<file path="src/rtl/assert_macros.svh">
// Assertion macros shared by the RTL of the LRU key-value cache.
// No dependencies; included by the files that carry concurrent assertions.
`ifndef ASSERT_MACROS_SVH
`define ASSERT_MACROS_SVH

`ifndef SYNTHESIS

// Property that must hold at every clock edge outside reset.
`define LKV_ASSERT_ALWAYS(label, clk, rst, prop) \
   label: assert property (@(posedge clk) disable iff (rst) (prop)) \
      else $error("assertion failed: %m");

// Consequent that must hold at the next clock edge after the antecedent.
`define LKV_ASSERT_NEXT(label, clk, rst, ante, cons) \
   label: assert property (@(posedge clk) disable iff (rst) (ante) |=> (cons)) \
      else $error("assertion failed: %m");

`else

`define LKV_ASSERT_ALWAYS(label, clk, rst, prop)
`define LKV_ASSERT_NEXT(label, clk, rst, ante, cons)

`endif

`endif

</file>
<file path="src/rtl/lkv_pkg.sv">
// Package of the LRU key-value cache: sizes, codes and shared types.
// No dependencies; used by the interfaces, the cell and the top level.
package lkv_pkg;

   localparam int MAX_ENTRIES   = 16;
   localparam int KEY_BITS      = 16;
   localparam int VALUE_BITS    = 31;
   localparam int CAP_BITS      = 5;
   localparam int IDX_BITS      = $clog2(MAX_ENTRIES);
   localparam int CSR_ADDR_BITS = 2;
   localparam int CSR_DATA_BITS = 32;

   localparam logic                    OP_GET       = 1'b0;
   localparam logic                    OP_PUT       = 1'b1;
   localparam logic [CSR_ADDR_BITS-1:0] CSR_CAPACITY = 2'd0;
   localparam logic [CAP_BITS-1:0]      CAP_RESET    = CAP_BITS'(MAX_ENTRIES);

   typedef struct packed {
      logic [KEY_BITS-1:0]   key;
      logic [VALUE_BITS-1:0] value;
   } entry_type;

   // Broadcast to every cell for the transfer being taken this cycle.
   typedef struct packed {
      logic                hit;
      logic                fill;
      logic                evict;
      logic [KEY_BITS-1:0] key;
   } cell_ctrl_type;

endpackage

</file>
<file path="src/rtl/lkv_req_if.sv">
// Request channel of the LRU key-value cache: valid/ready plus payload.
// Depends on lkv_pkg for the field widths.
interface lkv_req_if;
   logic                            valid;
   logic                            ready;
   logic                            operation;
   logic [lkv_pkg::KEY_BITS-1:0]    key;
   logic [lkv_pkg::VALUE_BITS-1:0]  value;

   modport source (output valid, operation, key, value, input ready);
   modport sink   (input valid, operation, key, value, output ready);
endinterface

</file>
<file path="src/rtl/lkv_rsp_if.sv">
// Response channel of the LRU key-value cache: valid/ready plus payload.
// Depends on lkv_pkg for the field widths.
interface lkv_rsp_if;
   logic                            valid;
   logic                            ready;
   logic                            hit;
   logic [lkv_pkg::VALUE_BITS-1:0]  read_value;

   modport source (output valid, hit, read_value, input ready);
   modport sink   (input valid, hit, read_value, output ready);
endinterface

</file>
<file path="src/rtl/lkv_cell.sv">
// One recency-ordered storage cell of the LRU key-value cache.
// Depends on lkv_pkg for the entry and control types.
module lkv_cell (
   input  logic                   clock,
   input  logic                   reset,
   input  lkv_pkg::cell_ctrl_type ctrl,
   input  lkv_pkg::entry_type     left_entry,
   input  logic                   move_in,
   input  logic                   right_valid,
   output lkv_pkg::entry_type     entry,
   output logic                   valid,
   output logic                   match,
   output logic                   move_out
);

   lkv_pkg::entry_type entry_ff, entry_in;
   logic               valid_ff, valid_in;
   logic               terminal;

   assign match = valid_ff && (entry_ff.key == ctrl.key);

   // The shift down the row stops at the matched cell, at the first free cell,
   // or at the least recent cell when it is evicted.
   assign terminal = (ctrl.hit && match)
                   || (ctrl.fill && !valid_ff)
                   || (ctrl.evict && valid_ff && !right_valid);
   assign move_out = move_in && !terminal;

   always_comb begin
      entry_in = entry_ff;
      valid_in = valid_ff;
      if (move_in) begin
         entry_in = left_entry;
         valid_in = 1'b1;
      end
   end

   always_ff @(posedge clock) begin
      if (reset) begin
         valid_ff <= 1'b0;
      end else begin
         valid_ff <= valid_in;
      end
   end

   always_ff @(posedge clock) begin
      entry_ff <= entry_in;
   end

   assign entry = entry_ff;
   assign valid = valid_ff;

endmodule

</file>
<file path="src/rtl/lru_key_value_cache_unit.sv">
// LRU key-value cache top level: a row of cells kept in recency order.
// Latency: a response appears in the cycle after its request transfer.
// Throughput: one request per cycle unless a held response is refused; the whole cell row updates together.
// Reset (synchronous, active high) empties every cell and sets capacity to 16.
// Depends on lkv_pkg, lkv_req_if, lkv_rsp_if, lkv_cell and assert_macros.svh.
`include "assert_macros.svh"

module lru_key_value_cache_unit (
   input  logic                               clock,
   input  logic                               reset,
   lkv_req_if.sink                            req,
   lkv_rsp_if.source                          rsp,
   input  logic                               csr_psel,
   input  logic                               csr_penable,
   input  logic                               csr_pwrite,
   input  logic [lkv_pkg::CSR_ADDR_BITS-1:0]  csr_paddr,
   input  logic [lkv_pkg::CSR_DATA_BITS-1:0]  csr_pwdata,
   output logic [lkv_pkg::CSR_DATA_BITS-1:0]  csr_prdata,
   output logic                               csr_pready
);

   localparam int N = lkv_pkg::MAX_ENTRIES;

   // Cell 0 holds the most recent entry and cell N-1 the least recent one.
   // The valid cells always form an unbroken run from cell 0, so the number
   // of entries in use is simply the length of that run.

   logic [lkv_pkg::CAP_BITS-1:0]   cap_ff, cap_in;
   logic [lkv_pkg::IDX_BITS-1:0]   cap_last;
   logic                           csr_write;

   lkv_pkg::entry_type             cell_entry [N];
   logic [N-1:0]                   cell_valid;
   logic [N-1:0]                   cell_match;
   logic [N:0]                     move;
   lkv_pkg::entry_type             new_entry;
   lkv_pkg::cell_ctrl_type         ctrl;

   logic                           accept;
   logic                           is_put;
   logic                           any_hit;
   logic                           full;
   logic [lkv_pkg::VALUE_BITS-1:0] hit_value;

   logic                           rsp_valid_ff, rsp_valid_in;
   logic                           rsp_hit_ff, rsp_hit_in;
   logic [lkv_pkg::VALUE_BITS-1:0] rsp_value_ff, rsp_value_in;

   // Configuration port. Only the capacity register exists; it is written at
   // the access phase of a write transfer and reads back as stored.
   assign csr_pready = 1'b1;
   assign csr_write  = csr_psel && csr_penable && csr_pwrite;

   always_comb begin
      cap_in = cap_ff;
      if (csr_write && (csr_paddr == lkv_pkg::CSR_CAPACITY)) begin
         cap_in = csr_pwdata[lkv_pkg::CAP_BITS-1:0];
      end
   end

   always_comb begin
      csr_prdata = '0;
      if (csr_paddr == lkv_pkg::CSR_CAPACITY) begin
         csr_prdata = lkv_pkg::CSR_DATA_BITS'(cap_ff);
      end
   end

   // Index of the last cell the cache may fill. A capacity of zero behaves as
   // one, and anything beyond the row length saturates to the row length.
   always_comb begin
      if (cap_ff == '0) begin
         cap_last = '0;
      end else if (cap_ff > lkv_pkg::CAP_BITS'(N)) begin
         cap_last = lkv_pkg::IDX_BITS'(N - 1);
      end else begin
         cap_last = lkv_pkg::IDX_BITS'(cap_ff - 1'b1);
      end
   end

   // The response register parts the two sides: a new request is taken while
   // the previous response is being taken or once it has gone.
   assign req.ready = !rsp_valid_ff || rsp.ready;
   assign accept    = req.valid && req.ready;
   assign is_put    = (req.operation == lkv_pkg::OP_PUT);

   // Keys are unique in the row, so at most one cell matches and a plain OR
   // picks out the stored value.
   assign any_hit = |cell_match;

   always_comb begin
      hit_value = '0;
      for (int i = 0; i < N; i++) begin
         if (cell_match[i]) begin
            hit_value = hit_value | cell_entry[i].value;
         end
      end
   end

   // While fewer entries than the capacity are in use, the cell at the
   // capacity limit is still free and a put miss fills; otherwise it evicts
   // the least recent valid entry, even when the capacity has been lowered
   // below the number of entries already held.
   assign full = cell_valid[cap_last];

   assign ctrl.hit   = accept && any_hit;
   assign ctrl.fill  = accept && is_put && !any_hit && !full;
   assign ctrl.evict = accept && is_put && !any_hit && full;
   assign ctrl.key   = req.key;

   // Whatever becomes most recent enters at cell 0: the request's key with the
   // new value on a put, or the matched entry unchanged on a get hit.
   assign new_entry.key   = req.key;
   assign new_entry.value = is_put ? req.value : hit_value;

   assign move[0] = ctrl.hit || ctrl.fill || ctrl.evict;

   for (genvar g = 0; g < N; g++) begin : g_cell
      lkv_pkg::entry_type left_entry;
      logic               right_valid;

      if (g == 0) begin : g_head
         assign left_entry = new_entry;
      end else begin : g_body
         assign left_entry = cell_entry[g-1];
      end

      if (g == N - 1) begin : g_tail
         assign right_valid = 1'b0;
      end else begin : g_next
         assign right_valid = cell_valid[g+1];
      end

      lkv_cell u_cell (
         .clock       (clock),
         .reset       (reset),
         .ctrl        (ctrl),
         .left_entry  (left_entry),
         .move_in     (move[g]),
         .right_valid (right_valid),
         .entry       (cell_entry[g]),
         .valid       (cell_valid[g]),
         .match       (cell_match[g]),
         .move_out    (move[g+1])
      );
   end

   // Response register. The value is returned only on a get hit.
   always_comb begin
      rsp_valid_in = rsp_valid_ff;
      rsp_hit_in   = rsp_hit_ff;
      rsp_value_in = rsp_value_ff;
      if (rsp.ready) begin
         rsp_valid_in = 1'b0;
      end
      if (accept) begin
         rsp_valid_in = 1'b1;
         rsp_hit_in   = any_hit;
         rsp_value_in = (!is_put && any_hit) ? hit_value : '0;
      end
   end

   always_ff @(posedge clock) begin
      if (reset) begin
         cap_ff       <= lkv_pkg::CAP_RESET;
         rsp_valid_ff <= 1'b0;
      end else begin
         cap_ff       <= cap_in;
         rsp_valid_ff <= rsp_valid_in;
      end
   end

   always_ff @(posedge clock) begin
      rsp_hit_ff   <= rsp_hit_in;
      rsp_value_ff <= rsp_value_in;
   end

   assign rsp.valid      = rsp_valid_ff;
   assign rsp.hit        = rsp_hit_ff;
   assign rsp.read_value = rsp_value_ff;

   // Valid cells stay a contiguous run starting at cell 0.
   `LKV_ASSERT_ALWAYS(a_valid_prefix, clock, reset, ((cell_valid >> 1) & ~cell_valid) == '0)
   // A key is never held by two cells.
   `LKV_ASSERT_ALWAYS(a_single_match, clock, reset, $onehot0(cell_match))
   // Entries are never dropped, so the occupied run never shrinks.
   `LKV_ASSERT_NEXT(a_no_shrink, clock, reset, 1'b1, $countones(cell_valid) >= $past($countones(cell_valid)))
   // Every request transfer leaves a pending response behind it.
   `LKV_ASSERT_NEXT(a_rsp_follows, clock, reset, accept, rsp_valid_ff)

endmodule

</file>
<file path="src/flat_wrapper.sv">
// flat-port wrapper written by rule: the top's interface ports become plain ports
module lru_key_value_cache_unit_flat 
  (clock, reset, csr_psel, csr_penable, csr_pwrite, csr_paddr, csr_pwdata, csr_prdata, csr_pready, req_valid, req_operation, req_key, req_value, req_ready, rsp_valid, rsp_hit, rsp_read_value, rsp_ready);
  lkv_req_if req_i ();
  lkv_rsp_if rsp_i ();
  input  logic clock;
  input  logic reset;
  input  logic csr_psel;
  input  logic csr_penable;
  input  logic csr_pwrite;
  input  logic [lkv_pkg::CSR_ADDR_BITS-1:0] csr_paddr;
  input  logic [lkv_pkg::CSR_DATA_BITS-1:0] csr_pwdata;
  output logic [lkv_pkg::CSR_DATA_BITS-1:0] csr_prdata;
  output logic csr_pready;
  input wire logic [$bits(req_i.valid)-1:0] req_valid;
  input wire logic [$bits(req_i.operation)-1:0] req_operation;
  input wire logic [$bits(req_i.key)-1:0] req_key;
  input wire logic [$bits(req_i.value)-1:0] req_value;
  output wire logic [$bits(req_i.ready)-1:0] req_ready;
  output wire logic [$bits(rsp_i.valid)-1:0] rsp_valid;
  output wire logic [$bits(rsp_i.hit)-1:0] rsp_hit;
  output wire logic [$bits(rsp_i.read_value)-1:0] rsp_read_value;
  input wire logic [$bits(rsp_i.ready)-1:0] rsp_ready;
  assign req_i.valid = req_valid;
  assign req_i.operation = req_operation;
  assign req_i.key = req_key;
  assign req_i.value = req_value;
  assign req_ready = req_i.ready;
  assign rsp_valid = rsp_i.valid;
  assign rsp_hit = rsp_i.hit;
  assign rsp_read_value = rsp_i.read_value;
  assign rsp_i.ready = rsp_ready;
  lru_key_value_cache_unit u_core (.clock(clock), .reset(reset), .req(req_i), .rsp(rsp_i), .csr_psel(csr_psel), .csr_penable(csr_penable), .csr_pwrite(csr_pwrite), .csr_paddr(csr_paddr), .csr_pwdata(csr_pwdata), .csr_prdata(csr_prdata), .csr_pready(csr_pready));
endmodule
</file>
<file path="config.mk">
export PLATFORM = sky130hd
export DESIGN_NAME = lru_key_value_cache_unit_flat
export DESIGN_NICKNAME = d
export VERILOG_FILES = /design/src/rtl/lkv_pkg.sv /design/src/rtl/lkv_req_if.sv /design/src/rtl/lkv_rsp_if.sv /design/src/rtl/lkv_cell.sv /design/src/rtl/lru_key_value_cache_unit.sv /design/src/flat_wrapper.sv
export VERILOG_INCLUDE_DIRS = /design/src /design/src/rtl
export SDC_FILE = /design/constraint.sdc
export NUM_CORES = 1
export LEC_CHECK = 0
export BUFFER_PORTS_ARGS = -buffer_cell sky130_fd_sc_hd__buf_2
export CAP_MARGIN = 20
export CORE_AREA = 2 2 305 307
export DETAILED_ROUTE_END_ITERATION = 16
export DIE_AREA = 0 0 307 309
export PLACE_DENSITY = 0.48
export SYNTH_ARGS = -nofsm -noshare
export SYNTH_HDL_FRONTEND = slang
export SYNTH_SLANG_ARGS = --single-unit
</file>
<file path="constraint.sdc">
create_clock -name clock -period 12.2 [get_ports clock]
set_input_delay 2.44 -clock clock [delete_from_list [all_inputs] [get_ports clock]]
set_output_delay 2.44 -clock clock [all_outputs]
set_load 0.05 [all_outputs]
</file>
==> impl_metrics.ini, run 1 <==
[outcome]
status = completed

[clock_network]
worstSkewPairLatency_ns = 0.65
post_cts_buffers = 0
root_buffer = clkbuf_16
clockBufferDepth = 3
cts_made_buffers = 87
ctsResizeCount = 0
htreeDepth = 3
clk_pin_slew_ns = 0.07
cts_tree = built
holdBufCountCts = 0
clock-sinks = 806

[route]
firstDrtPassIters = 6
drtIter0Drc = 1844
top_layer = met4
drt-total-wl_mm = 90.1
wl_per_cell_um = 27.3
wl_met3_mm = 6.72
antenna_left = 0
num_vias = 18100
route.detailed.drc = 0
wl_met1_mm = 37.9
vias_per_cell = 5.49
wl_met2_mm = 43.0

[synthesis]
syn_area_mm2 = 0.0318
yosys.area_share.simple = 0.0576
synth_async_sr_flop_share = 0
syn-mean-instance-area_um2 = 16.4
synth.distinct_cells = 67
synthAdderAreaFrac = 0.000394
synth_compound_area_frac = 0.0849
yosys_warnings = 0
synth_ff_type = edfxtp_1
ys_ff_latch = 806
synth_top_family_by_area = compound AO/OA/AOI/OAI gates
syn_inst = 1939
synth_edf_count = 784
synthMuxAreaShare = 0.00642
yosys.area_share.xor_xnor = 0.0705
ys_seq_area_frac = 0.754

[timing]
fin_crit_ns = 7.64
timing.final.crit_share = 0.626
fmaxAchievable_mhz = 131
whs_ns = 0.422
setup-tns-final_ns = 0
rsz0062_at_grt = false
final_max_slew_viol_count = 0
worst_pin_slew_ns = 1.14
setup_viol = 0
max-slew-margin-rel = 0.242
final_hold_viol_count = 0
finClkSkew_ns = 0.0355

[pwr]
p_int_w = 0.00472
pwr-share-comb = 0.041
swShare = 0.220
leakagePower_nw = 11.7
p_sw_w = 0.00133
peakVddDrop_v = 0.000101
cellPowerDensity_mw_per_mm2 = 166
pwr-share-seq = 0.515
clkPwrFrac = 0.444

[cells_and_area]
post-route-util = 0.398
final_nets = 2144
antenna_cells = 0
fill_cells = 8346
finalNonFillerCells = 3306
drive_gt1_frac = 0.148
layout_commonest_cell = edfxtp_1
syn2layout_area_growth_pct = 14.5
regArea_mm2 = 0.0240
multiInputGateArea_mm2 = 0.00721
layout_common_cells = edfxtp_1, xnor2_1, a22oi_1

[flow_run]
drv_cap = 0

[worst_setup_path]
timing.reg2reg.worst_path_depth = 13
cp_data_arrival_time_ns = 7.90
r2r-end = u_core.g_cell[8].u_cell.entry[40]$_DFFE_PP_
path_max_fanout = 34
rrSetupSlack_ns = 6.22
cp-start-kind = input port
worstPathRequired_ns = 12.46
worstSetupEndpointType = register
reg2reg_from = u_core.cap_ff[0]$_SDFFE_PP0P_
crit_type = input port to register

[grt]
grt_pass1_vias = 18500
antenna_found_initial = 0
grt_util_all_layers = 0.187
grt_pass1_wl_mm = 128
grt_max_degree = 63
gr-total-overflow = 0

[floorplanning]
dieArea_mm2 = 0.0949
io_pins = 156
initial_core_util = 0.348
dieHeight_um = 309
num_rows = 111
core_area_mm2 = 0.0914
die_x_um = 307

[placed_design]
dp_cells = 3151
gp_congestion = 0.801
dp_hpwl_mm = 48.9
portBuffers = 100

[min_path]
min_path_type = register to register
whs_endpoint = u_core.g_cell[6].u_cell.entry[18]$_DFFE_PP_
min_path_cells = 0
hold_path_startpoint = u_core.g_cell[5].u_cell.entry[18]$_DFFE_PP_
through the flow:
step                instance area, um^2  setup WS (ns)  power (W)
floorplan                         31900           2.16    0.00334
global placement                  33500           3.97    0.00342
detailed placement                33500           3.97    0.00342
CTS                               36400           4.63    0.00610
global route                      36400           4.43    0.00623
finish                            36400           4.56    0.00605
cells by family after synthesis:
logic type,Yosys count
DFF,806
AOI/OAI and AO/OA,350
and+or+nand+nor,350
xor gates and xnor gates,256
buffers and inverters,154
muxes,20
other,2
adders and majority gates,1
layout make-up:
cell class	count	share of cell area
clock buffers	101	0.0621
clock inverters	54	0.0171
inverters	17	0.00175
multi-input cells	1005	0.198
flip-flops and latches	806	0.659
well taps	1186	0.0408
repair buffers	137	0.0214
layer usage:
metal | up-vias | track usage
li1 | 7761 | -
met1 | 9365 | 0.246
met2 | 860 | 0.309
met3 | 156 | 0.0378
met4 | 0 | 0.0641
met5 | - | 0
how the worst max path moves through the flow:
stage | start | end | cells past startpoint
2_1_floorplan | req_key[12] | u_core.g_cell[10].u_cell.entry[0]$_DFFE_PP_ | 15
3_3_place_gp | req_key[3] | u_core.g_cell[8].u_cell.entry[40]$_DFFE_PP_ | 13
3_5_place_dp | req_key[2] | u_core.g_cell[8].u_cell.entry[40]$_DFFE_PP_ | 13
4_1_cts | req_key[3] | u_core.g_cell[8].u_cell.entry[40]$_DFFE_PP_ | 13
5_1_grt | req_key[3] | u_core.g_cell[8].u_cell.entry[41]$_DFFE_PP_ | 13
6_report | req_key[3] | u_core.g_cell[8].u_cell.entry[40]$_DFFE_PP_ | 13
power groups by stage:
stage          clock, W  sequential, W  combinational [W]
6_report        0.00268        0.00312           0.000246
5_1_grt         0.00284        0.00312           0.000263
4_1_cts         0.00274        0.00312           0.000249
3_5_place_dp          0        0.00317           0.000248
3_3_place_gp          0        0.00317           0.000247
2_1_floorplan         0        0.00318           0.000158
sequential cells by signal, indices dropped and copies added, names as in the netlist:
name                        cells
u_core.rsp.valid                1
u_core.cap_ff                   5
u_core.rsp.read_value          31
u_core.g_cell.u_cell.entry    752
u_core.rsp.hit                  1
u_core.g_cell.u_cell.valid     16
worst max-delay path: stages:
cell	delay, ns
buf_2	0.55
xnor2_1	0.19
nand4_1	0.12
or4_1	0.61
nor3_4	0.14
buf_4	0.62
nor3_1	0.27
and4_4	0.32
a211oi_4	0.34
o2111ai_2	0.34
a21o_1	0.50
nor2_4	0.77
buf_4	0.63
synth_stat cells, drive strengths merged (2+ instances only):
cell | n | area share
and2 | 3 | 0.00059
nor2b | 5 | 0.00098
mux2i | 17 | 0.0054
nand2 | 21 | 0.0025
nor4 | 28 | 0.0065
nor2 | 122 | 0.014
a211o | 4 | 0.0011
or4 | 3 | 0.00083
a21oi | 44 | 0.0069
mux2 | 3 | 0.0011
a221oi | 62 | 0.017
xnor2 | 178 | 0.049
nand4 | 39 | 0.0077
dfxtp | 22 | 0.014
nor3 | 18 | 0.0041
o211ai | 6 | 0.0014
o21a | 2 | 0.00047
and3 | 9 | 0.0018
clkbuf | 60 | 0.0071
or3b | 2 | 0.00063
o32ai | 2 | 0.00055
conb | 2 | 0.00024
a22oi | 124 | 0.029
edfxtp | 784 | 0.74
o22ai | 6 | 0.0016
inv | 16 | 0.0019
a31oi | 3 | 0.00059
o311ai | 2 | 0.00055
o21ai | 10 | 0.0016
a211oi | 5 | 0.0016
buf | 77 | 0.016
a22o | 65 | 0.018
o41ai | 2 | 0.00079
nand2b | 15 | 0.0030
nand3 | 77 | 0.012
xor2 | 78 | 0.021
o31ai | 6 | 0.0014
(Power assumes the default switching activity.)
==> inputs of run 2 (changes only) <==
clock period = 7.6 ns   (was 12.2 ns; I/O delays follow)
==> impl_metrics.ini, run 2 (synthesis results as in run 1) <==
[cells_and_area]
drive_gt1_frac = 0.150
syn2layout_area_growth_pct = 14.8
largest_reg_flops = 752
antenna_cells = 0
final_nets = 2158
fill_cells = 8411
finalNonFillerCells = 3326
layout_common_cells = edfxtp_1, xnor2_1, a22oi_1
post-route-util = 0.399
layout_commonest_cell = edfxtp_1

[timing]
fin_crit_ns = 5.56
finClkSkew_ns = 0.0253
setup_viol = 0
timing.final.crit_share = 0.732
max-slew-margin-rel = 0.262
worst_pin_slew_ns = 1.10
fmaxAchievable_mhz = 180
final_max_slew_viol_count = 0
rsz0062_at_grt = false
final_hold_viol_count = 0
whs_ns = 0.444

[outcome]
status = completed

[placed_design]
portBuffers = 100
dp_cells = 3162
dp_hpwl_mm = 50.8
gp_congestion = 0.793

[worst_setup_path]
max_stage_delay_ns = 0.77
cp_top_family = compound AO/OA/AOI/OAI gates
cp-start-kind = register
rrSetupSlack_ns = 2.04
cp_slowest_cell = dfxtp_1
worstSetupEndpointType = register
cp_cell_sequence = inv_1, ha_1, and3b_1, o32ai_1, a211oi_1, or3_1, o221ai_1, o211ai_1, a211oi_4, o2111ai_2, nand4b_4, nor2_4, buf_4
cp_data_arrival_time_ns = 5.82
path_max_fanout = 31
critPathBufInv = 2
crit_type = register to register
worstPathRequired_ns = 7.86

[grt]
gr-total-overflow = 0
antenna_found_initial = 0
grt_pass1_wl_mm = 129
grt_pass1_vias = 18600
grt_max_degree = 63
grt_util_all_layers = 0.188

[clock_network]
worstSkewPairLatency_ns = 0.65
clock-sinks = 806
cts_made_buffers = 90
clk_pin_slew_ns = 0.06
root_buffer = clkbuf_16
holdBufCountCts = 0
ctsResizeCount = 0
post_cts_buffers = 0
htreeDepth = 3
clockBufferDepth = 3
cts_tree = built

[floorplanning]
core_area_mm2 = 0.0914
num_rows = 111
dieArea_mm2 = 0.0949
io_pins = 156
initial_core_util = 0.348
dieHeight_um = 309
die_x_um = 307

[route]
antenna_left = 0
num_vias = 18200
route.detailed.drc = 0
vias_per_cell = 5.47
drtIter0Drc = 1727
wl_per_cell_um = 27.1
drt-total-wl_mm = 90.1
firstDrtPassIters = 5

[flow_run]
drv_cap = 0

[pwr]
peakVddDrop_v = 0.000170
leakagePower_nw = 11.7
cellPowerDensity_mw_per_mm2 = 261

[min_path]
min_path_type = register to register
-- run 2: cell count changes in the layout (fill, tap and decap cells not counted), sizes merged --
cell    change
clkbuf     +20
buf        +11
clkinv      +1
bufinv      -9
inv         -3
-- run 2: worst reg2reg max path: cells and delay by family (launching register included) --
family	cells	cell delay (ns)
adder cells (fa/ha/maj)	1	0.33
AO/OA/AOI/OAI	6	1.85
flip-flops	1	0.77
AND/OR/NAND/NOR	4	1.33
buffers and inverters	2	0.88
-- run 2: metal layers --
| metal | wire [um] | up-vias | global-route usage |
|---|---|---|---|
| li1 | - | 7818 | - |
| met1 | 37200 | 9402 | 0.245 |
| met2 | 44100 | 850 | 0.320 |
| met3 | 6940 | 117 | 0.0350 |
| met4 | 1890 | 0 | 0.0541 |
| met5 | 0 | - | 0 |
-- run 2: path summary, 6_finish.rpt --
| path | from | to | depth (start not counted) |
|---|---|---|---|
| worst min-delay path | u_core.g_cell[5].u_cell.entry[0]$_DFFE_PP_ | u_core.g_cell[6].u_cell.entry[0]$_DFFE_PP_ | 0 |
| worst max register to register | u_core.cap_ff[0]$_SDFFE_PP0P_ | u_core.g_cell[13].u_cell.entry[0]$_DFFE_PP_ | 13 |
| worst max-delay path | u_core.cap_ff[0]$_SDFFE_PP0P_ | u_core.g_cell[13].u_cell.entry[0]$_DFFE_PP_ | 13 |
| worst min register to register | u_core.g_cell[5].u_cell.entry[0]$_DFFE_PP_ | u_core.g_cell[6].u_cell.entry[0]$_DFFE_PP_ | 0 |
-- run 2: stage by stage --
| step | area, um^2 | total power (W) | setup TNS (ns) | setup slack (ns) |
|---|---|---|---|---|
| final | 36500 | 0.00951 | 0 | 2.04 |
| after global routing | 36500 | 0.00982 | 0 | 1.67 |
| after CTS | 36500 | 0.00961 | 0 | 2.09 |
| after detailed placement | 33800 | 0.00550 | 0 | 1.42 |
| after global placement | 33800 | 0.00550 | 0 | 1.45 |
| after floorplan | 31900 | 0.00536 | -42.25 | -0.204 |
-- run 2: power by group --
group | leakage [nW] | internal (W) | switching, W | total, W
Clock | 1.34 | 0.00231 | 0.00180 | 0.00411
Sequential | 7.31 | 0.00495 | 0.0000558 | 0.00500
Combinational | 3.06 | 0.000111 | 0.000290 | 0.000401
Total | 11.7 | 0.00737 | 0.00214 | 0.00951
-- run 2: final cells by class --
type                            instances  area (um^2)  area share
Timing Repair Buffer                  148         1010      0.0277
Clock inverter                         43          317     0.00867
Inverter                               17         63.8     0.00175
Multi-Input combinational cell       1005         7230       0.198
Sequential cell                       806        24000       0.657
Tap cell                             1186         1480      0.0406
Clock buffer                          121         2420      0.0663
